**config.mk**
```make
export PLATFORM = sky130hd
export DESIGN_NAME = q2e_sqrt_cell
export DESIGN_NICKNAME = d
export VERILOG_FILES = /design/src/rtl/q2e_pkg.sv /design/src/rtl/q2e_sqrt_cell.sv
export SDC_FILE = /design/constraint.sdc
export NUM_CORES = 1
export LEC_CHECK = 0
export BUFFER_PORTS_ARGS = -buffer_cell sky130_fd_sc_hd__buf_2
export CAP_MARGIN = 5
export CORE_AREA = 2 2 168 170
export CTS_BUF_LIST = sky130_fd_sc_hd__clkbuf_16
export DETAILED_ROUTE_END_ITERATION = 8
export DIE_AREA = 0 0 170 172
export PLACE_DENSITY = 0.87
export REMOVE_ABC_BUFFERS = 1
export SYNTH_ARGS = -nofsm -noshare
export SYNTH_HDL_FRONTEND = slang
export SYNTH_SLANG_ARGS = --single-unit
```
**constraint.sdc**
```tcl
create_clock -name clock -period 15.8 [get_ports clock]
set_input_delay 0.79 -clock clock [delete_from_list [all_inputs] [get_ports clock]]
set_output_delay 0.79 -clock clock [all_outputs]
set_load 0.02 [all_outputs]
```
**src/rtl/q2e_pkg.sv**
```systemverilog
// Shared constants, types and tables for the quaternion to Euler angle pipeline.
// Used by every module of the block; depends on nothing.
`timescale 1ns / 1ps
`default_nettype none
package q2e_pkg;

   localparam int CORDIC_STAGES = 16;

   localparam int QW  = 16;   // quaternion component width
   localparam int PW  = 32;   // signed product of two components
   localparam int AW  = 35;   // arctangent argument width
   localparam int CW  = 44;   // CORDIC x/y datapath width
   localparam int ZW  = 34;   // CORDIC angle accumulator width
   localparam int NW  = 33;   // squared norm width
   localparam int RW  = 34;   // divider remainder width
   localparam int DQW = 31;   // quotient width, Q1.30 magnitude
   localparam int SVW = 61;   // square root radicand width
   localparam int SRW = 62;   // square root working root width
   localparam int SW  = 32;   // signed arcsine argument width
   localparam int MW  = 60;   // scaled angle product width
   localparam int OW  = 16;   // output angle width

   localparam int NORM_STEPS  = 7;
   localparam int DIV_STEPS   = DQW;
   localparam int SQRT_STEPS  = 31;
   localparam int PITCH_PREFIX = DIV_STEPS + SQRT_STEPS + 3;
   localparam int FRONT_LAT   = 2;
   localparam int CORDIC_LAT  = 1 + NORM_STEPS + CORDIC_STAGES;
   localparam int UNIT_LAT    = 2;
   localparam int FLAG_LAT    = PITCH_PREFIX + CORDIC_LAT + UNIT_LAT;
   localparam int TOTAL_LAT   = FRONT_LAT + FLAG_LAT;

   localparam logic signed [ZW-1:0] ANG_PI = 34'sd1686629713;
   localparam logic [24:0] DEG_MUL = 25'd15019745;
   localparam int DEG_SHIFT = 40;
   localparam int RAD_SHIFT = 16;
   localparam logic [DQW-1:0] ONE_Q30 = DQW'(1) << 30;

   typedef struct packed {
      logic signed [CW-1:0] x;
      logic signed [CW-1:0] y;
      logic signed [ZW-1:0] z;
      logic                 zero;
   } cordic_vec_type;

   typedef struct packed {
      logic [RW-1:0]  rem;
      logic [DQW-1:0] quo;
      logic [NW-1:0]  norm;
      logic           neg;
      logic           sat;
   } div_state_type;

   typedef struct packed {
      logic [SVW-1:0]       rad;
      logic [SRW-1:0]       root;
      logic signed [SW-1:0] sine;
   } sqrt_state_type;

   function automatic logic signed [ZW-1:0] atan_entry(input logic [4:0] idx);
      logic signed [ZW-1:0] a;
      case (idx)
         5'd0:  a = 34'sd421657428;
         5'd1:  a = 34'sd248918915;
         5'd2:  a = 34'sd131521918;
         5'd3:  a = 34'sd66762579;
         5'd4:  a = 34'sd33510843;
         5'd5:  a = 34'sd16771758;
         5'd6:  a = 34'sd8387925;
         5'd7:  a = 34'sd4194219;
         5'd8:  a = 34'sd2097141;
         5'd9:  a = 34'sd1048575;
         5'd10: a = 34'sd524288;
         5'd11: a = 34'sd262144;
         5'd12: a = 34'sd131072;
         5'd13: a = 34'sd65536;
         5'd14: a = 34'sd32768;
         5'd15: a = 34'sd16384;
         5'd16: a = 34'sd8192;
         5'd17: a = 34'sd4096;
         5'd18: a = 34'sd2048;
         5'd19: a = 34'sd1024;
         5'd20: a = 34'sd512;
         5'd21: a = 34'sd256;
         5'd22: a = 34'sd128;
         5'd23: a = 34'sd64;
         default: a = '0;
      endcase
      return a;
   endfunction

   // Normalisation is a binary search for the doubling count, finished by one
   // last doubling that lifts the larger magnitude to at least 2^40.
   function automatic logic [5:0] norm_shift(input logic [2:0] idx);
      logic [5:0] s;
      case (idx)
         3'd0: s = 6'd32;
         3'd1: s = 6'd16;
         3'd2: s = 6'd8;
         3'd3: s = 6'd4;
         3'd4: s = 6'd2;
         default: s = 6'd1;
      endcase
      return s;
   endfunction

   function automatic logic [5:0] norm_limit(input logic [2:0] idx);
      logic [5:0] l;
      case (idx)
         3'd0: l = 6'd8;
         3'd1: l = 6'd24;
         3'd2: l = 6'd32;
         3'd3: l = 6'd36;
         3'd4: l = 6'd38;
         3'd5: l = 6'd39;
         default: l = 6'd40;
      endcase
      return l;
   endfunction

   // True when the magnitude of v is below 2^lim.
   function automatic logic small_mag(input logic signed [CW-1:0] v, input logic [5:0] lim);
      logic signed [CW-1:0] hi;
      logic [CW-1:0] mask;
      hi   = v >>> lim;
      mask = (CW'(1) << lim) - CW'(1);
      return (hi == '0) || ((hi == '1) && ((v & mask) != '0));
   endfunction

endpackage
`default_nettype wire

```
**src/rtl/q2e_sqrt_cell.sv**
```systemverilog
// One digit-by-digit integer square root cell, resolving one root bit.
// Depends on q2e_pkg.
`timescale 1ns / 1ps
`default_nettype none
module q2e_sqrt_cell (
   input  wire logic                    clock,
   input  wire logic                    advance,
   input  wire logic [q2e_pkg::SRW-1:0] bit_val,
   input  wire q2e_pkg::sqrt_state_type state_in,
   output q2e_pkg::sqrt_state_type      state_out
);

   q2e_pkg::sqrt_state_type step_in, step_ff;
   logic [q2e_pkg::SRW-1:0] trial;
   logic take;

   always_comb begin
      trial   = state_in.root + bit_val;
      take    = {1'b0, state_in.rad} >= trial;
      step_in = state_in;
      if (take) begin
         step_in.rad  = state_in.rad - trial[q2e_pkg::SVW-1:0];
         step_in.root = (state_in.root >> 1) + bit_val;
      end else begin
         step_in.root = state_in.root >> 1;
      end
   end

   always_ff @(posedge clock) begin
      if (advance) begin
         step_ff <= step_in;
      end
   end

   assign state_out = step_ff;

endmodule
`default_nettype wire

```
==> impl_metrics.toml <==
[outcome]
status = "completed"

[min_path]
hold_depth = 1
hp-start = "state_in[22]"
hp-class = "input pin to flop"
hold_end = "state_out[22]"

[critical_path]
critPathLaunch = "bit_val[0]"
crit_path_frequent_cell = "a21o_1"
critPathSlowestCell = "buf_4"
path_class = "input pin to flop"
endpoint_kind = "flop"
cp_max_fo = 74
cp.required_ns = 15.99
critical-path-top-delay-family = "compound AO/OA/AOI/OAI gates"
crit_buf_inv = 3
crit_arrival_ns = 8.16
cp-start-kind = "input pin"
slowest_delay_ns = 0.79

[power]
p_per_area_mw_per_mm2 = 109
irDropWorstVdd_v = 0.0000608
leakagePower_nw = 8.54

[clock_network]
clk_pin_slew_ns = 0.07
cts_made_buffers = 17
cts_setup_buffers = 0
cts_hold_buf = 0
cts_tree = "yes"
cts.sinks = 155
clockRootBuffer = "clkbuf_16"
cts.path.max_buffers = 2
htreeDepth = 4
cts_resized = 0

[global_routing]
antenna_found_initial = 6
grt_usage = 0.340
grt_max_degree = 85
grt_pass1_vias = 15030
grt_pass1_wl_um = 78600
grt-ovfl-total = 0

[timing]
fin_tns_setup_ns = 0
drv_slew = 0
tightest_slew_ns = 1.02
relSlewSlack = 0.321
post-route-period-util = 0.504
rsz0062_at_grt = "false"
setup_viol = 0
fmax_mhz = 126
final_hold_viol_count = 0
min_period_ns = 7.96

[synthesis]
ys_types = 73
syn_avg_cell_area_sq_um = 8.97
syn-cell-area_sq_mm = 0.0164
synth_ff_type = "edfxtp_1"
synth-seq-area-share = 0.284
yosys_warnings = 0
synth-seq-cells = 155
synth_edf_count = 155
async_flop_share = 0
synthCells = 1830

[detailed_routing]
vias = 16207
drt-pass1-iter-count = 9
detail_route.vias_per_cell = 6.41
drt_iter0_drc = 1582
drc = 0
routed_wl_um = 51500
wl_per_cell_um = 20.4
final_antenna_net_count = 0

[layout]
area_growth_pct = 16.0
layout_common_cells = "buf_2 (372), a21oi_1 (194), ha_1 (183), o21ai_0 (158), edfxtp_1 (155)"
post_route_cells_drive_above_1_share = 0.245
nets = 2568
layout_commonest_cell = "buf_2"
stdcell_count = 2528
largest_reg_flops = 155

[die]
design.die.area_sq_mm = 0.0292
coreArea_sq_mm = 0.0275
die_h_um = 172
rows = 61
start_util = 0.597
dieWidth_um = 170
ioPinCount = 374

[placement]
hpwl_um = 40800
numPortBuffers = 373
place.gp.congestion = 0.991
dp.cells = 2490

[job]
drv_cap = 0
## logic make-up (layout without fill, tap and decap cells)
logic type               Yosys count  in the layout  share of synthesized area
AND/OR/NAND/NOR                  444            444                      0.131
other                              0              6                          0
buffers and inverters            120            466                     0.0314
XOR/XNOR                         174            174                     0.0929
multiplexers                     100            100                     0.0685
flip-flops                       155            155                      0.284
AO/OA/AOI/OAI                    651            651                      0.250
adder cells (fa/ha/maj)          186            186                      0.143
## where the power goes
part           switching, mW  internal [mW]  total, mW
sequential            0.0186          0.545      0.564
combinational          0.659          0.433       1.09
clock                  0.199          0.221      0.419
## per-layer routing
layer,GRT usage,wire length (um),vias up,part of all wire
li1,-,-,7618,-
met1,0.470,22100,7509,0.43
met2,0.545,22600,947,0.44
met3,0.0481,4950,133,0.096
met4,0.126,1830,0,0.036
met5,0,0,-,0
## cell type report
cell class                      instances  area [sq um]
Clock inverter                         15           140
Sequential cell                       155          4650
Multi-Input combinational cell       1555         11200
Fill cell                            2247          8440
Inverter                               56           210
Tap cell                              346           433
Antenna cell                            6          15.0
Timing Repair Buffer                  378          1910
Clock buffer                           17           425
## synth_stat cells, types with 5 or more instances
master / number / share of area
nand4_1: 33 / 0.013
mux2_2: 98 / 0.067
and4_1: 7 / 0.0037
ha_1: 183 / 0.14
nor2b_1: 13 / 0.0050
a21boi_0: 6 / 0.0027
o21bai_1: 38 / 0.017
nor3_1: 22 / 0.0067
buf_2: 9 / 0.0027
a31oi_1: 23 / 0.0088
o21a_1: 14 / 0.0064
o211ai_1: 13 / 0.0059
a211oi_1: 12 / 0.0055
inv_1: 56 / 0.013
edfxtp_1: 155 / 0.28
and2_1: 12 / 0.0046
a21o_1: 109 / 0.050
a21oi_1: 194 / 0.059
nand2_1: 137 / 0.031
or2_2: 7 / 0.0027
buf_6: 7 / 0.0048
nand2b_1: 23 / 0.0088
a221oi_1: 6 / 0.0032
a2111oi_0: 11 / 0.0059
or4_1: 5 / 0.0023
and3_1: 20 / 0.0076
xnor2_1: 105 / 0.056
o31ai_1: 10 / 0.0046
nand3_1: 33 / 0.010
or3_1: 6 / 0.0023
o21ai_0: 158 / 0.048
clkbuf_1: 46 / 0.011
nor2_1: 106 / 0.024
xor2_1: 69 / 0.037
a31o_2: 5 / 0.0027
nor4_1: 7 / 0.0027
## stage by stage
step                instance area (sq um)  hold slack, ns  worst slack (ns)   util  power (mW)
floorplan                           16100           0.889              7.21      -        1.34
global route                        19000           0.518              7.54  0.693        2.18
finish                              19000           0.519              7.84  0.693        2.07
detailed placement                  18500           0.969              7.68  0.672        1.63
global placement                    18500           0.967              7.85  0.672        1.61
CTS                                 19000           0.512              8.05  0.692        2.05
## how the worst max path moves through the flow
stage,cells after the start,to
2_1_floorplan,26,state_out[100]
3_3_place_gp,28,state_out[99]
3_5_place_dp,28,state_out[66]
4_1_cts,28,state_out[106]
5_1_grt,28,state_out[106]
6_report,28,state_out[69]
(Power assumes the default switching activity.)
