$ cat src/rtl/q2e_pkg.sv
// Shared constants, types and tables for the quaternion to Euler angle pipeline.
// Used by every module of the block; depends on nothing.
`timescale 1ns / 1ps
`default_nettype none
package q2e_pkg;

   localparam int CORDIC_STAGES = 16;

   localparam int QW  = 16;   // quaternion component width
   localparam int PW  = 32;   // signed product of two components
   localparam int AW  = 35;   // arctangent argument width
   localparam int CW  = 44;   // CORDIC x/y datapath width
   localparam int ZW  = 34;   // CORDIC angle accumulator width
   localparam int NW  = 33;   // squared norm width
   localparam int RW  = 34;   // divider remainder width
   localparam int DQW = 31;   // quotient width, Q1.30 magnitude
   localparam int SVW = 61;   // square root radicand width
   localparam int SRW = 62;   // square root working root width
   localparam int SW  = 32;   // signed arcsine argument width
   localparam int MW  = 60;   // scaled angle product width
   localparam int OW  = 16;   // output angle width

   localparam int NORM_STEPS  = 7;
   localparam int DIV_STEPS   = DQW;
   localparam int SQRT_STEPS  = 31;
   localparam int PITCH_PREFIX = DIV_STEPS + SQRT_STEPS + 3;
   localparam int FRONT_LAT   = 2;
   localparam int CORDIC_LAT  = 1 + NORM_STEPS + CORDIC_STAGES;
   localparam int UNIT_LAT    = 2;
   localparam int FLAG_LAT    = PITCH_PREFIX + CORDIC_LAT + UNIT_LAT;
   localparam int TOTAL_LAT   = FRONT_LAT + FLAG_LAT;

   localparam logic signed [ZW-1:0] ANG_PI = 34'sd1686629713;
   localparam logic [24:0] DEG_MUL = 25'd15019745;
   localparam int DEG_SHIFT = 40;
   localparam int RAD_SHIFT = 16;
   localparam logic [DQW-1:0] ONE_Q30 = DQW'(1) << 30;

   typedef struct packed {
      logic signed [CW-1:0] x;
      logic signed [CW-1:0] y;
      logic signed [ZW-1:0] z;
      logic                 zero;
   } cordic_vec_type;

   typedef struct packed {
      logic [RW-1:0]  rem;
      logic [DQW-1:0] quo;
      logic [NW-1:0]  norm;
      logic           neg;
      logic           sat;
   } div_state_type;

   typedef struct packed {
      logic [SVW-1:0]       rad;
      logic [SRW-1:0]       root;
      logic signed [SW-1:0] sine;
   } sqrt_state_type;

   function automatic logic signed [ZW-1:0] atan_entry(input logic [4:0] idx);
      logic signed [ZW-1:0] a;
      case (idx)
         5'd0:  a = 34'sd421657428;
         5'd1:  a = 34'sd248918915;
         5'd2:  a = 34'sd131521918;
         5'd3:  a = 34'sd66762579;
         5'd4:  a = 34'sd33510843;
         5'd5:  a = 34'sd16771758;
         5'd6:  a = 34'sd8387925;
         5'd7:  a = 34'sd4194219;
         5'd8:  a = 34'sd2097141;
         5'd9:  a = 34'sd1048575;
         5'd10: a = 34'sd524288;
         5'd11: a = 34'sd262144;
         5'd12: a = 34'sd131072;
         5'd13: a = 34'sd65536;
         5'd14: a = 34'sd32768;
         5'd15: a = 34'sd16384;
         5'd16: a = 34'sd8192;
         5'd17: a = 34'sd4096;
         5'd18: a = 34'sd2048;
         5'd19: a = 34'sd1024;
         5'd20: a = 34'sd512;
         5'd21: a = 34'sd256;
         5'd22: a = 34'sd128;
         5'd23: a = 34'sd64;
         default: a = '0;
      endcase
      return a;
   endfunction

   // Normalisation is a binary search for the doubling count, finished by one
   // last doubling that lifts the larger magnitude to at least 2^40.
   function automatic logic [5:0] norm_shift(input logic [2:0] idx);
      logic [5:0] s;
      case (idx)
         3'd0: s = 6'd32;
         3'd1: s = 6'd16;
         3'd2: s = 6'd8;
         3'd3: s = 6'd4;
         3'd4: s = 6'd2;
         default: s = 6'd1;
      endcase
      return s;
   endfunction

   function automatic logic [5:0] norm_limit(input logic [2:0] idx);
      logic [5:0] l;
      case (idx)
         3'd0: l = 6'd8;
         3'd1: l = 6'd24;
         3'd2: l = 6'd32;
         3'd3: l = 6'd36;
         3'd4: l = 6'd38;
         3'd5: l = 6'd39;
         default: l = 6'd40;
      endcase
      return l;
   endfunction

   // True when the magnitude of v is below 2^lim.
   function automatic logic small_mag(input logic signed [CW-1:0] v, input logic [5:0] lim);
      logic signed [CW-1:0] hi;
      logic [CW-1:0] mask;
      hi   = v >>> lim;
      mask = (CW'(1) << lim) - CW'(1);
      return (hi == '0) || ((hi == '1) && ((v & mask) != '0));
   endfunction

endpackage
`default_nettype wire

$ cat src/rtl/q2e_div_cell.sv
// One restoring division cell: one quotient bit of the arcsine argument.
// Depends on q2e_pkg.
`timescale 1ns / 1ps
`default_nettype none
module q2e_div_cell (
   input  wire logic                   clock,
   input  wire logic                   advance,
   input  wire q2e_pkg::div_state_type state_in,
   output q2e_pkg::div_state_type      state_out
);

   q2e_pkg::div_state_type step_in, step_ff;
   logic [q2e_pkg::RW-1:0] divisor;
   logic take;

   always_comb begin
      divisor = {1'b0, state_in.norm};
      take    = state_in.rem >= divisor;
      step_in = state_in;
      step_in.rem = (take ? state_in.rem - divisor : state_in.rem) << 1;
      step_in.quo = {state_in.quo[q2e_pkg::DQW-2:0], take};
   end

   always_ff @(posedge clock) begin
      if (advance) begin
         step_ff <= step_in;
      end
   end

   assign state_out = step_ff;

endmodule
`default_nettype wire

$ cat config.mk
export PLATFORM = sky130hd
export DESIGN_NAME = q2e_div_cell
export DESIGN_NICKNAME = d
export VERILOG_FILES = /design/src/rtl/q2e_pkg.sv /design/src/rtl/q2e_div_cell.sv
export SDC_FILE = /design/constraint.sdc
export NUM_CORES = 1
export LEC_CHECK = 0
export BUFFER_PORTS_ARGS = -buffer_cell sky130_fd_sc_hd__buf_2
export CAP_MARGIN = 30
export CORE_MARGIN = 3
export CORE_UTILIZATION = 40
export DETAILED_ROUTE_END_ITERATION = 7
export GPL_ROUTABILITY_DRIVEN = 0
export PLACE_DENSITY = 0.71
export SYNTH_ARGS = -nofsm -noshare
export SYNTH_HDL_FRONTEND = slang
export SYNTH_SLANG_ARGS = --single-unit
$ cat constraint.sdc
create_clock -name clock -period 4.8 [get_ports clock]
set_input_delay 0.48 -clock clock [delete_from_list [all_inputs] [get_ports clock]]
set_output_delay 0.48 -clock clock [all_outputs]
set_load 0.02 [all_outputs]
==> results by group <==
Logic synthesis
  – Yosys warning total: 0
  – Top cells by area, synth: edfxtp_1 (54%), ha_1 (7.5%), o21ai_2 (3.2%)
  – Syn_area_per_cell: between 10 and 15 sq um
  – Seq/Total Area, Yosys: 0.5394
  – Post-synthesis cell type count: between 60 and 70
  – Syn Std Cell Area: around 5500 sq um
  – Syn_nets: between 600 and 700
  – Synth top area share: 0.5394
  – FF+latch count, synth: ~100
  – Mapped Cells: about 470
  – Yosys top cell by area: edfxtp_1

Detailed routing
  – # DRC: 0
  – Mean number of vias per cell: roughly 5.1
  – First DRT Iteration DRCs: approximately 210
  – Final WL: ~13000 um
  – Antenna Nets Post-Route: 0
  – Post-DR wirelength/cell: 15.80 um
  – Initial DRT Pass Iterations: 4
  – Vias: about 4300

Outcome
  – Status: finished, final reports clean

Final layout
  – Most common cell after layout, fill and taps aside: buf_2
  – Ant diodes: 0
  – Nets: 800
  – Most frequent cells in the layout: buf_2 (198), edfxtp_1 (99), inv_1 (44)
  – Max reg flops: around 100
  – Layout cells sized above 1: 0.3961
  – Area Growth Syn to Fin: 25.40%

Place
  – DP HPWL: 10510 um
  – PortBufs: just under 200

Clock tree
  – Clock buffer count from CTS: 9
  – Reg clk slew, reported paths: roughly 0.07 ns
  – CTS tree: yes
  – Number of setup buffers added after CTS: 0
  – Hold-fix buffers at CTS: 0
  – Resized cells post-CTS: 0
  – Clock tree sinks: a little under 100
  – CTS root buf: clkbuf_16
  – CTS H-Tree Depth: 3
  – Max clock buf depth: 2

Setup path
  – Critical Path RT: between 4 and 5 ns
  – Slowest stage cell, crit path: a21oi_4
  – Worst path max stage delay: 0.50 ns
  – CP Capture Type: flop
  – Critical Path Source Type: primary input
  – CP arrival: approximately 3.4 ns
  – Critical Path, Cell by Cell: buf_2 -> inv_1 -> ha_1 -> inv_1 -> fa_1 -> a21o_1 -> a221oi_2 -> buf_4 -> o21ai_2 -> a21boi_2 -> o31ai_2 -> a21oi_4 -> buf_4 -> o21ai_1
  – Setup CP Type: in -> reg
  – Crit Path Max Fanout: 19

Power
  – PwrDens: 349.8 nW/um^2
  – Peak VDD IR: between 0.15 and 0.2 mV
  – Leakage: 0.003054 uW

Floorplan
  – I/O pin count: 202
  – Die area: ~15000 sq um
  – Die Wd: ~120 um
  – Row count: 42
  – Core Region: between 10000 and 15000 sq um
  – Initial Util: 0.4129
  – Die Ht: approximately 120 um

Global routing
  – Gr ovfl total: 0
  – Global router's overall resource usage: 0.1710
  – Vias in the first global route: ~4200
  – Initial antenna violation count: 1
  – Pin count of the biggest net entering global routing: 62
  – Global-route wire length before repair: roughly 20000 um

STA
  – Part of the cycle the worst path needs: 0.6776
  – Min Hold Slack: 0.3003 ns
  – Setup Viol. Count Final: 0
  – Fin. Hold Viols: 0
  – Worst slew margin: 0.4980
  – Total negative slack: 0 ns
  – Fin crit period: approximately 3.3 ns
  – Fmax: around 300 MHz
  – Slew @ Worst Pin: around 0.75 ns
  – RSZ-0062 raised after global routing: false
  – Slew Limit Fails: 0

Min path
  – Worst Hold Class: in -> reg
  – Worst hold start: state_in[63]
  – Hold-critical path depth: 1
  – Hold Crit Endpoint: state_out[64]

Flow run
  – Max_cap viols: 0
worst max-delay path by stage:
stage                     slack (ns)    startpoint  cells after the start             to
after floorplan                 1.88  state_in[66]                     12  state_out[68]
after global placement          1.22  state_in[66]                     14  state_out[96]
after detailed placement        1.16  state_in[66]                     14  state_out[91]
after CTS                       1.52  state_in[66]                     14  state_out[94]
after global routing            1.32  state_in[66]                     14  state_out[92]
final                           1.55  state_in[66]                     14  state_out[94]
area by class of cell:
| type | instances | area (sq um) |
|---|---|---|
| clock buffers | 9 | 225.2 |
| clock inverters | 7 | 58.81 |
| fillers | 1212 | 6436 |
| inverters | 45 | 168.9 |
| multi-input cells | 305 | 2217 |
| flip-flops and latches | 99 | 2973 |
| well taps | 176 | 220.2 |
| repair buffers | 204 | 1049 |
where the power goes:
part | total (uW) | internal (uW) | switching (uW)
logic | 630 | 236 | 393
clock network | 703 | 360 | 343
registers | 1090 | 1060 | 22.4
critical path, delay by kind of cell:
family / cells / cell delay, ns
fa+ha+maj: 2 / 0.56
compound gates: 7 / 1.57
buf+inv: 5 / 0.71
synthesized netlist by cell type, drive strengths merged:
library cell,count
o21bai,6
a2111oi,2
ha,33
mux2,1
o31a,1
buf,15
a221oi,1
o21ai,48
nand2b,4
nor2,14
a21o,12
a31o,1
o311a,1
and4,1
a41oi,1
o311ai,1
fa,1
o41ai,1
inv,45
o31ai,6
nor2b,3
a2111o,1
a21oi,34
nand3,6
nor4b,1
clkbuf,3
nand2,52
or3,2
conb,1
a211o,2
nor4,4
nand4,5
o211ai,3
o211a,1
a221o,1
a31oi,3
a21boi,2
xnor2,15
o21a,4
nor3,4
a211oi,3
edfxtp,99
a41o,1
and3,9
xor2,13
stage by stage:
stage	util	instance area, sq um	cells	total power, uW	setup slack, ns
3_5_place_dp	0.4965	6628	829	1738	1.158
2_1_floorplan	-	5512	467	1532	1.881
5_1_grt	0.5178	6912	845	2533	1.321
6_report	0.5178	6912	845	2418	1.547
4_1_cts	0.5178	6912	845	2437	1.520
3_3_place_gp	0.4965	6628	829	1726	1.219
cells by family (layout without fill, tap and decap cells):
family,Yosys count,after routing,share of synthesized area
other cells,1,1,0.0006804
flops,99,99,0.5394
xor+xnor,28,28,0.04450
buf+inv,63,265,0.05834
fa+ha+maj,34,34,0.07855
compound gates,136,136,0.1818
mux,1,1,0.002723
simple gates,105,105,0.09398
metal layers:
layer | wire length [um] | up-vias | global-route usage
li1 | - | 2124 | -
met1 | 5391 | 1973 | 0.2011
met2 | 6648 | 166 | 0.3085
met3 | 1070 | 25 | 0.03431
met4 | 235 | 2 | 0.06090
met5 | 7 | - | 0
Power figures use the tool's default switching activity.
