===== src/rtl/q2e_pkg.sv =====
// Shared constants, types and tables for the quaternion to Euler angle pipeline.
// Used by every module of the block; depends on nothing.
`timescale 1ns / 1ps
`default_nettype none
package q2e_pkg;

   localparam int CORDIC_STAGES = 16;

   localparam int QW  = 16;   // quaternion component width
   localparam int PW  = 32;   // signed product of two components
   localparam int AW  = 35;   // arctangent argument width
   localparam int CW  = 44;   // CORDIC x/y datapath width
   localparam int ZW  = 34;   // CORDIC angle accumulator width
   localparam int NW  = 33;   // squared norm width
   localparam int RW  = 34;   // divider remainder width
   localparam int DQW = 31;   // quotient width, Q1.30 magnitude
   localparam int SVW = 61;   // square root radicand width
   localparam int SRW = 62;   // square root working root width
   localparam int SW  = 32;   // signed arcsine argument width
   localparam int MW  = 60;   // scaled angle product width
   localparam int OW  = 16;   // output angle width

   localparam int NORM_STEPS  = 7;
   localparam int DIV_STEPS   = DQW;
   localparam int SQRT_STEPS  = 31;
   localparam int PITCH_PREFIX = DIV_STEPS + SQRT_STEPS + 3;
   localparam int FRONT_LAT   = 2;
   localparam int CORDIC_LAT  = 1 + NORM_STEPS + CORDIC_STAGES;
   localparam int UNIT_LAT    = 2;
   localparam int FLAG_LAT    = PITCH_PREFIX + CORDIC_LAT + UNIT_LAT;
   localparam int TOTAL_LAT   = FRONT_LAT + FLAG_LAT;

   localparam logic signed [ZW-1:0] ANG_PI = 34'sd1686629713;
   localparam logic [24:0] DEG_MUL = 25'd15019745;
   localparam int DEG_SHIFT = 40;
   localparam int RAD_SHIFT = 16;
   localparam logic [DQW-1:0] ONE_Q30 = DQW'(1) << 30;

   typedef struct packed {
      logic signed [CW-1:0] x;
      logic signed [CW-1:0] y;
      logic signed [ZW-1:0] z;
      logic                 zero;
   } cordic_vec_type;

   typedef struct packed {
      logic [RW-1:0]  rem;
      logic [DQW-1:0] quo;
      logic [NW-1:0]  norm;
      logic           neg;
      logic           sat;
   } div_state_type;

   typedef struct packed {
      logic [SVW-1:0]       rad;
      logic [SRW-1:0]       root;
      logic signed [SW-1:0] sine;
   } sqrt_state_type;

   function automatic logic signed [ZW-1:0] atan_entry(input logic [4:0] idx);
      logic signed [ZW-1:0] a;
      case (idx)
         5'd0:  a = 34'sd421657428;
         5'd1:  a = 34'sd248918915;
         5'd2:  a = 34'sd131521918;
         5'd3:  a = 34'sd66762579;
         5'd4:  a = 34'sd33510843;
         5'd5:  a = 34'sd16771758;
         5'd6:  a = 34'sd8387925;
         5'd7:  a = 34'sd4194219;
         5'd8:  a = 34'sd2097141;
         5'd9:  a = 34'sd1048575;
         5'd10: a = 34'sd524288;
         5'd11: a = 34'sd262144;
         5'd12: a = 34'sd131072;
         5'd13: a = 34'sd65536;
         5'd14: a = 34'sd32768;
         5'd15: a = 34'sd16384;
         5'd16: a = 34'sd8192;
         5'd17: a = 34'sd4096;
         5'd18: a = 34'sd2048;
         5'd19: a = 34'sd1024;
         5'd20: a = 34'sd512;
         5'd21: a = 34'sd256;
         5'd22: a = 34'sd128;
         5'd23: a = 34'sd64;
         default: a = '0;
      endcase
      return a;
   endfunction

   // Normalisation is a binary search for the doubling count, finished by one
   // last doubling that lifts the larger magnitude to at least 2^40.
   function automatic logic [5:0] norm_shift(input logic [2:0] idx);
      logic [5:0] s;
      case (idx)
         3'd0: s = 6'd32;
         3'd1: s = 6'd16;
         3'd2: s = 6'd8;
         3'd3: s = 6'd4;
         3'd4: s = 6'd2;
         default: s = 6'd1;
      endcase
      return s;
   endfunction

   function automatic logic [5:0] norm_limit(input logic [2:0] idx);
      logic [5:0] l;
      case (idx)
         3'd0: l = 6'd8;
         3'd1: l = 6'd24;
         3'd2: l = 6'd32;
         3'd3: l = 6'd36;
         3'd4: l = 6'd38;
         3'd5: l = 6'd39;
         default: l = 6'd40;
      endcase
      return l;
   endfunction

   // True when the magnitude of v is below 2^lim.
   function automatic logic small_mag(input logic signed [CW-1:0] v, input logic [5:0] lim);
      logic signed [CW-1:0] hi;
      logic [CW-1:0] mask;
      hi   = v >>> lim;
      mask = (CW'(1) << lim) - CW'(1);
      return (hi == '0) || ((hi == '1) && ((v & mask) != '0));
   endfunction

endpackage
`default_nettype wire


===== src/rtl/q2e_unit.sv =====
// Scales a radian angle to the selected output unit, rounds and saturates.
// Depends on q2e_pkg.
`timescale 1ns / 1ps
`default_nettype none
module q2e_unit (
   input  wire logic                          clock,
   input  wire logic                          advance,
   input  wire logic                          degrees,
   input  wire logic                          force_zero,
   input  wire logic signed [q2e_pkg::ZW-1:0] angle_in,
   output logic signed [q2e_pkg::OW-1:0]      angle_out
);

   logic signed [q2e_pkg::MW-1:0] prod_in, prod_ff;
   logic deg_ff, zero_ff;
   logic [q2e_pkg::MW-1:0] mag, rnd;
   logic [q2e_pkg::OW:0] lim;
   logic signed [q2e_pkg::OW-1:0] out_in, out_ff;

   always_comb begin
      if (degrees) begin
         prod_in = angle_in * $signed({1'b0, q2e_pkg::DEG_MUL});
      end else begin
         prod_in = q2e_pkg::MW'(angle_in);
      end
   end

   always_ff @(posedge clock) begin
      if (advance) begin
         prod_ff <= prod_in;
         deg_ff  <= degrees;
         zero_ff <= force_zero;
      end
   end

   // Round half away from zero on the magnitude, then clamp asymmetrically.
   always_comb begin
      mag = prod_ff[q2e_pkg::MW-1] ? q2e_pkg::MW'(-prod_ff) : q2e_pkg::MW'(prod_ff);
      if (deg_ff) begin
         rnd = (mag + (q2e_pkg::MW'(1) << (q2e_pkg::DEG_SHIFT - 1))) >> q2e_pkg::DEG_SHIFT;
      end else begin
         rnd = (mag + (q2e_pkg::MW'(1) << (q2e_pkg::RAD_SHIFT - 1))) >> q2e_pkg::RAD_SHIFT;
      end
      if (prod_ff[q2e_pkg::MW-1]) begin
         lim    = (rnd > q2e_pkg::MW'(32768)) ? 17'd32768 : rnd[q2e_pkg::OW:0];
         out_in = q2e_pkg::OW'(-$signed(lim));
      end else begin
         lim    = (rnd > q2e_pkg::MW'(32767)) ? 17'd32767 : rnd[q2e_pkg::OW:0];
         out_in = q2e_pkg::OW'(lim);
      end
      if (zero_ff) begin
         out_in = '0;
      end
   end

   always_ff @(posedge clock) begin
      if (advance) begin
         out_ff <= out_in;
      end
   end

   assign angle_out = out_ff;

endmodule
`default_nettype wire


===== config.mk =====
export PLATFORM = sky130hd
export DESIGN_NAME = q2e_unit
export DESIGN_NICKNAME = d
export VERILOG_FILES = /design/src/rtl/q2e_pkg.sv /design/src/rtl/q2e_unit.sv
export SDC_FILE = /design/constraint.sdc
export NUM_CORES = 1
export LEC_CHECK = 0
export BUFFER_PORTS_ARGS = -buffer_cell sky130_fd_sc_hd__buf_2
export CAP_MARGIN = 25
export CORE_ASPECT_RATIO = 1.5
export CORE_MARGIN = 4
export CORE_UTILIZATION = 60
export DETAILED_ROUTE_END_ITERATION = 12
export GPL_TIMING_DRIVEN = 0
export HOLD_SLACK_MARGIN = 0.08
export PLACE_DENSITY = 0.77
export SLEW_MARGIN = 15
export SYNTH_ARGS = -nofsm -noshare
export SYNTH_HDL_FRONTEND = slang
export SYNTH_SLANG_ARGS = --single-unit

===== constraint.sdc =====
create_clock -name clock -period 12.6 [get_ports clock]
set_input_delay 3.78 -clock clock [delete_from_list [all_inputs] [get_ports clock]]
set_output_delay 3.78 -clock clock [all_outputs]
set_load 0.01 [all_outputs]

==> results of run 1 <==
## final cells by class
class,instances,area share
clock buffer,9,0.00934
timing repair buffer,57,0.0128
multi-input combinational,1706,0.749
tap,489,0.0254
clock inverter,7,0.00405
inverter,580,0.0903
buffer,64,0.0129
sequential,77,0.0959
## metrics by stage
step | util | worst slack, ns | instance area, sq um | std cells
6_report | 0.640 | 1.49 | 24100 | 2989
3_3_place_gp | 0.630 | 1.30 | 23700 | 2969
2_1_floorplan | - | 2.44 | 22900 | 2427
4_1_cts | 0.639 | 1.58 | 24100 | 2986
5_1_grt | 0.640 | 1.13 | 24100 | 2989
3_5_place_dp | 0.631 | 1.26 | 23800 | 2970
## cell families after synthesis
logic type | Yosys count | synth area share
AO/OA/AOI/OAI | 374 | 0.112
AND/OR/NAND/NOR | 432 | 0.106
flip-flops | 77 | 0.101
XOR/XNOR | 172 | 0.0662
multiplexers | 46 | 0.0215
buffers and inverters | 644 | 0.109
adder cells (fa/ha/maj) | 682 | 0.484
## worst max-delay path, delay by kind of cell
kind	cells	cell delay, ns
and+or+nand+nor	2	0.50
AOI/OAI and AO/OA	10	3.10
buffers and inverters	6	0.54
xor gates and xnor gates	2	0.34
adders and majority gates	8	2.94
## sequential cells by signal (all words and copies together), names as in the netlist
signal / flops
deg_ff: 1
angle_out: 16
zero_ff: 1
prod_ff: 59
## cells in the final DEF, fill, tap and decap left out, drive strengths merged, types with 21 or more instances in the layout
cell	instances
buf	71
nor4	24
a21oi	109
inv	581
xor2	76
a21o	57
nand2	79
edfxtp	77
ha	343
xnor2	96
a31oi	21
or2	22
or3	23
nor2	78
clkbuf	59
o31ai	25
nor3	28
o21ai	51
and2	23
nand3	34
mux2i	21
mux2	25
and3	25
fa	338
## worst max path at each step
| stage | start | endpoint | depth (start not counted) |
|---|---|---|---|
| after CTS | angle_in[15] | prod_ff[53]$_DFFE_PP_ | 26 |
| after floorplan | angle_in[5] | prod_ff[56]$_DFFE_PP_ | 25 |
| final | angle_in[3] | prod_ff[53]$_DFFE_PP_ | 28 |
| after global routing | angle_in[3] | prod_ff[51]$_DFFE_PP_ | 29 |
| after detailed placement | angle_in[15] | prod_ff[51]$_DFFE_PP_ | 27 |
| after global placement | angle_in[15] | prod_ff[51]$_DFFE_PP_ | 27 |
## routing by layer
layer | GRT usage | up-vias
met5 | 0 | -
met4 | 0.204 | 0
met3 | 0.0229 | 229
met2 | 0.572 | 602
met1 | 0.363 | 8756
li1 | - | 8130
==> impl_metrics.yaml, run 1 <==
min_path:
  whs_path_depth: 1
  min_to: "angle_out[10]$_SDFFCE_PP0P_"
  hold_path_class: "reg -> reg"
  hp-start: "zero_ff$_DFFE_PP_"
clock_network:
  cts.sinks: 77
  clock-root-buffer: "clkbuf_16"
  numCtsBuffers: 9
  clkLatencyLatePin_ns: 0.35
  cts_tree: "yes"
  cts.hold.buffers_added: 0
  htree_levels: 3
  cts_setup_buffers: 0
  ctsResizeCount: 0
  clkTransAtPathRegs_ns: 0.06
  clk_path_buf_depth: 2
route:
  ant_nets: 0
  dr.pass1.iters: 5
  maxUsedRoutingLayer: "met4"
  wl_met3_um: 2350
  viasPerCell: 5.93
  dr_wl_met2_um: 32700
  routedLengthMet1_um: 23100
  vias: 17700
  wl_per_cell_um: 21.2
  drc_errors: 0
  drtIter0Drc: 1177
  wl_um: 63300
critical_path:
  crit_arrival_ns: 11.23
  path_common_cell: "inv_1"
  worstSetupPathType: "in -> reg"
  rr_worst_depth: 29
  r2r_slack_ns: 2.94
  reg2reg_from: "prod_ff[58]$_DFFE_PP_"
  critPathSlowestCell: "fa_1"
  path_max_fanout: 9
  cp-start-kind: "input pin"
  crit_required_ns: 12.71
  cp-end-kind: "flop"
  slowest_delay_ns: 0.53
  rr_endpoint: "angle_out[6]$_SDFFCE_PP0P_"
synthesis:
  synth-main-ff-cell: "edfxtp_1"
  synth_enable_flop_cells: 77
  synth-async-reset-ratio: 0
  yosysTopAreaCellShare: 0.296
  syn-instance-count: 2427
  synthesis.area_sq_um: 22900
  yosysMostFrequentCell: "inv_1"
  ys_types: 88
  synth.area.top_cells: "fa_1 30%, ha_1 19%, edfxtp_1 10%, inv_1 9.5%, xnor2_1 3.7%"
  seq_area_frac_synth: 0.101
  avgSynthCellArea_sq_um: 9.42
  synth_fp_nets: 3146
  synth_warnings: 0
  yosys-top-cells-count: "578 x inv_1, 343 x ha_1, 338 x fa_1, 108 x a21oi_1, 96 x xnor2_1"
  ys_seq_elements: 77
  synth_top_area_cell: "fa_1"
status:
  outcome: "finished clean"
layout:
  areaGrowthSynthToFinish_pct: 5.44
  drive_gt1_frac: 0.0672
  diodes: 0
  fillCellCount: 3180
  nets: 3214
  register_area_sq_um: 2310
  multi_input_area_sq_um: 18100
floorplan:
  die_x_um: 167
  die_h_um: 247
  initial_utilization: 0.607
  core_area_sq_um: 37700
  num_rows: 87
  ios: 54
  die_area_sq_um: 41300
sta:
  setup_viol: 0
  setup_tns_ns: 0
  min_period_over_period: 0.882
  tightestPinTransition_ns: 1.02
  fin_crit_ns: 11.11
  rsz0062_at_grt: "false"
  hold_viol: 0
  worst_hold_slack_ns: 0.726
  maxSlewViolCount: 0
  fmax_mhz: 90.0
  maxSlewHeadroom: 0.314
  skew_ns: 0.00700
global_route:
  grt_pass1_vias: 19200
  antenna_found_initial: 0
  grt_max_degree: 48
  grt_overflow_total: 0
  grt.total_usage: 0.317
  grt_pass1_wl_um: 103000
flow_run:
  drv_cap: 0
placement:
  hpwl_um: 54500
  gp_congestion: 1.00
  port_buffers: 53
Power of run 1 is not shown: default switching activity piles up to over one toggle a cycle in this logic, so the estimate is an artifact.
==> run 2, diff against run 1 <==
--- a/config.mk
+++ b/config.mk
@@ -9,11 +9,11 @@
 export CAP_MARGIN = 25
 export CORE_ASPECT_RATIO = 1.5
 export CORE_MARGIN = 4
-export CORE_UTILIZATION = 60
+export CORE_UTILIZATION = 55
 export DETAILED_ROUTE_END_ITERATION = 12
 export GPL_TIMING_DRIVEN = 0
 export HOLD_SLACK_MARGIN = 0.08
-export PLACE_DENSITY = 0.77
+export PLACE_DENSITY = 0.71
 export SLEW_MARGIN = 15
 export SYNTH_ARGS = -nofsm -noshare
 export SYNTH_HDL_FRONTEND = slang
==> impl_metrics.yaml, run 2 (synthesis gave the netlist of run 1 again) <==
clock_network:
  clk_path_buf_depth: 2
  cts_tree: "yes"
  numCtsBuffers: 9
  htree_levels: 3
  cts_setup_buffers: 0
  clkTransAtPathRegs_ns: 0.06
  cts.hold.buffers_added: 0
  cts.sinks: 77
  clkLatencyLatePin_ns: 0.35
  clock-root-buffer: "clkbuf_16"
  ctsResizeCount: 0
sta:
  tightestPinTransition_ns: 0.998
  setup_tns_ns: 0
  maxSlewHeadroom: 0.335
  setup_viol: 0
  rsz0062_at_grt: "false"
  skew_ns: 0.0123
  fmax_mhz: 90.1
  fin_crit_ns: 11.10
  min_period_over_period: 0.881
  maxSlewViolCount: 0
  hold_viol: 0
placement:
  hpwl_um: 54600
  gp_congestion: 0.989
  port_buffers: 53
route:
  drtIter0Drc: 1141
  vias: 17700
  wl_um: 63000
  drc_errors: 0
  wl_per_cell_um: 20.6
  dr.pass1.iters: 5
  ant_nets: 0
  viasPerCell: 5.79
floorplan:
  die_area_sq_um: 45000
  die_h_um: 258
  die_x_um: 174
  num_rows: 91
  initial_utilization: 0.556
  core_area_sq_um: 41100
  ios: 54
global_route:
  grt_max_degree: 49
  grt_pass1_vias: 19300
  grt_overflow_total: 0
  grt_pass1_wl_um: 103000
  antenna_found_initial: 0
  grt.total_usage: 0.289
layout:
  fillCellCount: 3616
  drive_gt1_frac: 0.0669
  final_common_cell: "inv_1"
  diodes: 0
  largest_register_ffs: 59
  mostFrequentLayoutCells: "578 x inv_1, 343 x ha_1, 338 x fa_1"
  nets: 3213
  areaGrowthSynthToFinish_pct: 5.66
  regMostFlops: "prod_ff"
critical_path:
  critPathBufInv: 6
  cp-end-kind: "flop"
  crit_arrival_ns: 11.19
  critPathSlowestCell: "fa_1"
  worstSetupPathType: "in -> reg"
  cp-start-kind: "input pin"
  path_common_cell: "inv_1"
  crit_required_ns: 12.69
  crit_family: "compound AO/OA/AOI/OAI gates"
  path_max_fanout: 10
  slowest_delay_ns: 0.54
flow_run:
  drv_cap: 0
min_path:
  hold_path_class: "reg -> reg"
status:
  outcome: "finished clean"
==> run 2: metrics by stage <==
stage | instance area, sq um | utilization | worst slack, ns | instances | hold WS (ns)
6_report | 24200 | 0.588 | 1.50 | 3056 | 0.772
5_1_grt | 24200 | 0.588 | 1.13 | 3056 | 0.768
4_1_cts | 24100 | 0.587 | 1.59 | 3054 | 0.750
3_5_place_dp | 23900 | 0.580 | 1.27 | 3039 | 0.732
3_3_place_gp | 23800 | 0.580 | 1.29 | 3038 | 0.756
2_1_floorplan | 22900 | - | 2.44 | 2427 | 0.603
==> run 2: area by class of cell <==
| class | instances | area [sq um] | share of cell area |
|---|---|---|---|
| clock buffer | 9 | 225 | 0.00932 |
| timing repair buffer | 56 | 305 | 0.0126 |
| buffer | 64 | 310 | 0.0128 |
| multi-input combinational | 1706 | 18100 | 0.748 |
| inverter | 580 | 2180 | 0.0901 |
| tap | 558 | 698 | 0.0289 |
| clock inverter | 6 | 65.1 | 0.00269 |
| sequential | 77 | 2310 | 0.0957 |
==> run 2: path summary, 6_finish.rpt <==
path         depth (start not counted)                     endpoint  slack, ns             startpoint
max                                 29        prod_ff[51]$_DFFE_PP_       1.50            angle_in[5]
min                                  1   angle_out[6]$_SDFFCE_PP0P_       0.77      zero_ff$_DFFE_PP_
max reg2reg                         29  angle_out[10]$_SDFFCE_PP0P_       2.99  prod_ff[58]$_DFFE_PP_
min reg2reg                          1   angle_out[6]$_SDFFCE_PP0P_       0.77      zero_ff$_DFFE_PP_
==> run 2: metal layers <==
metal,share of wire,GRT usage
met5,0,0
met4,0.081,0.184
met3,0.039,0.0246
met2,0.51,0.518
met1,0.37,0.330
Power of run 2 is left out for the same reason.
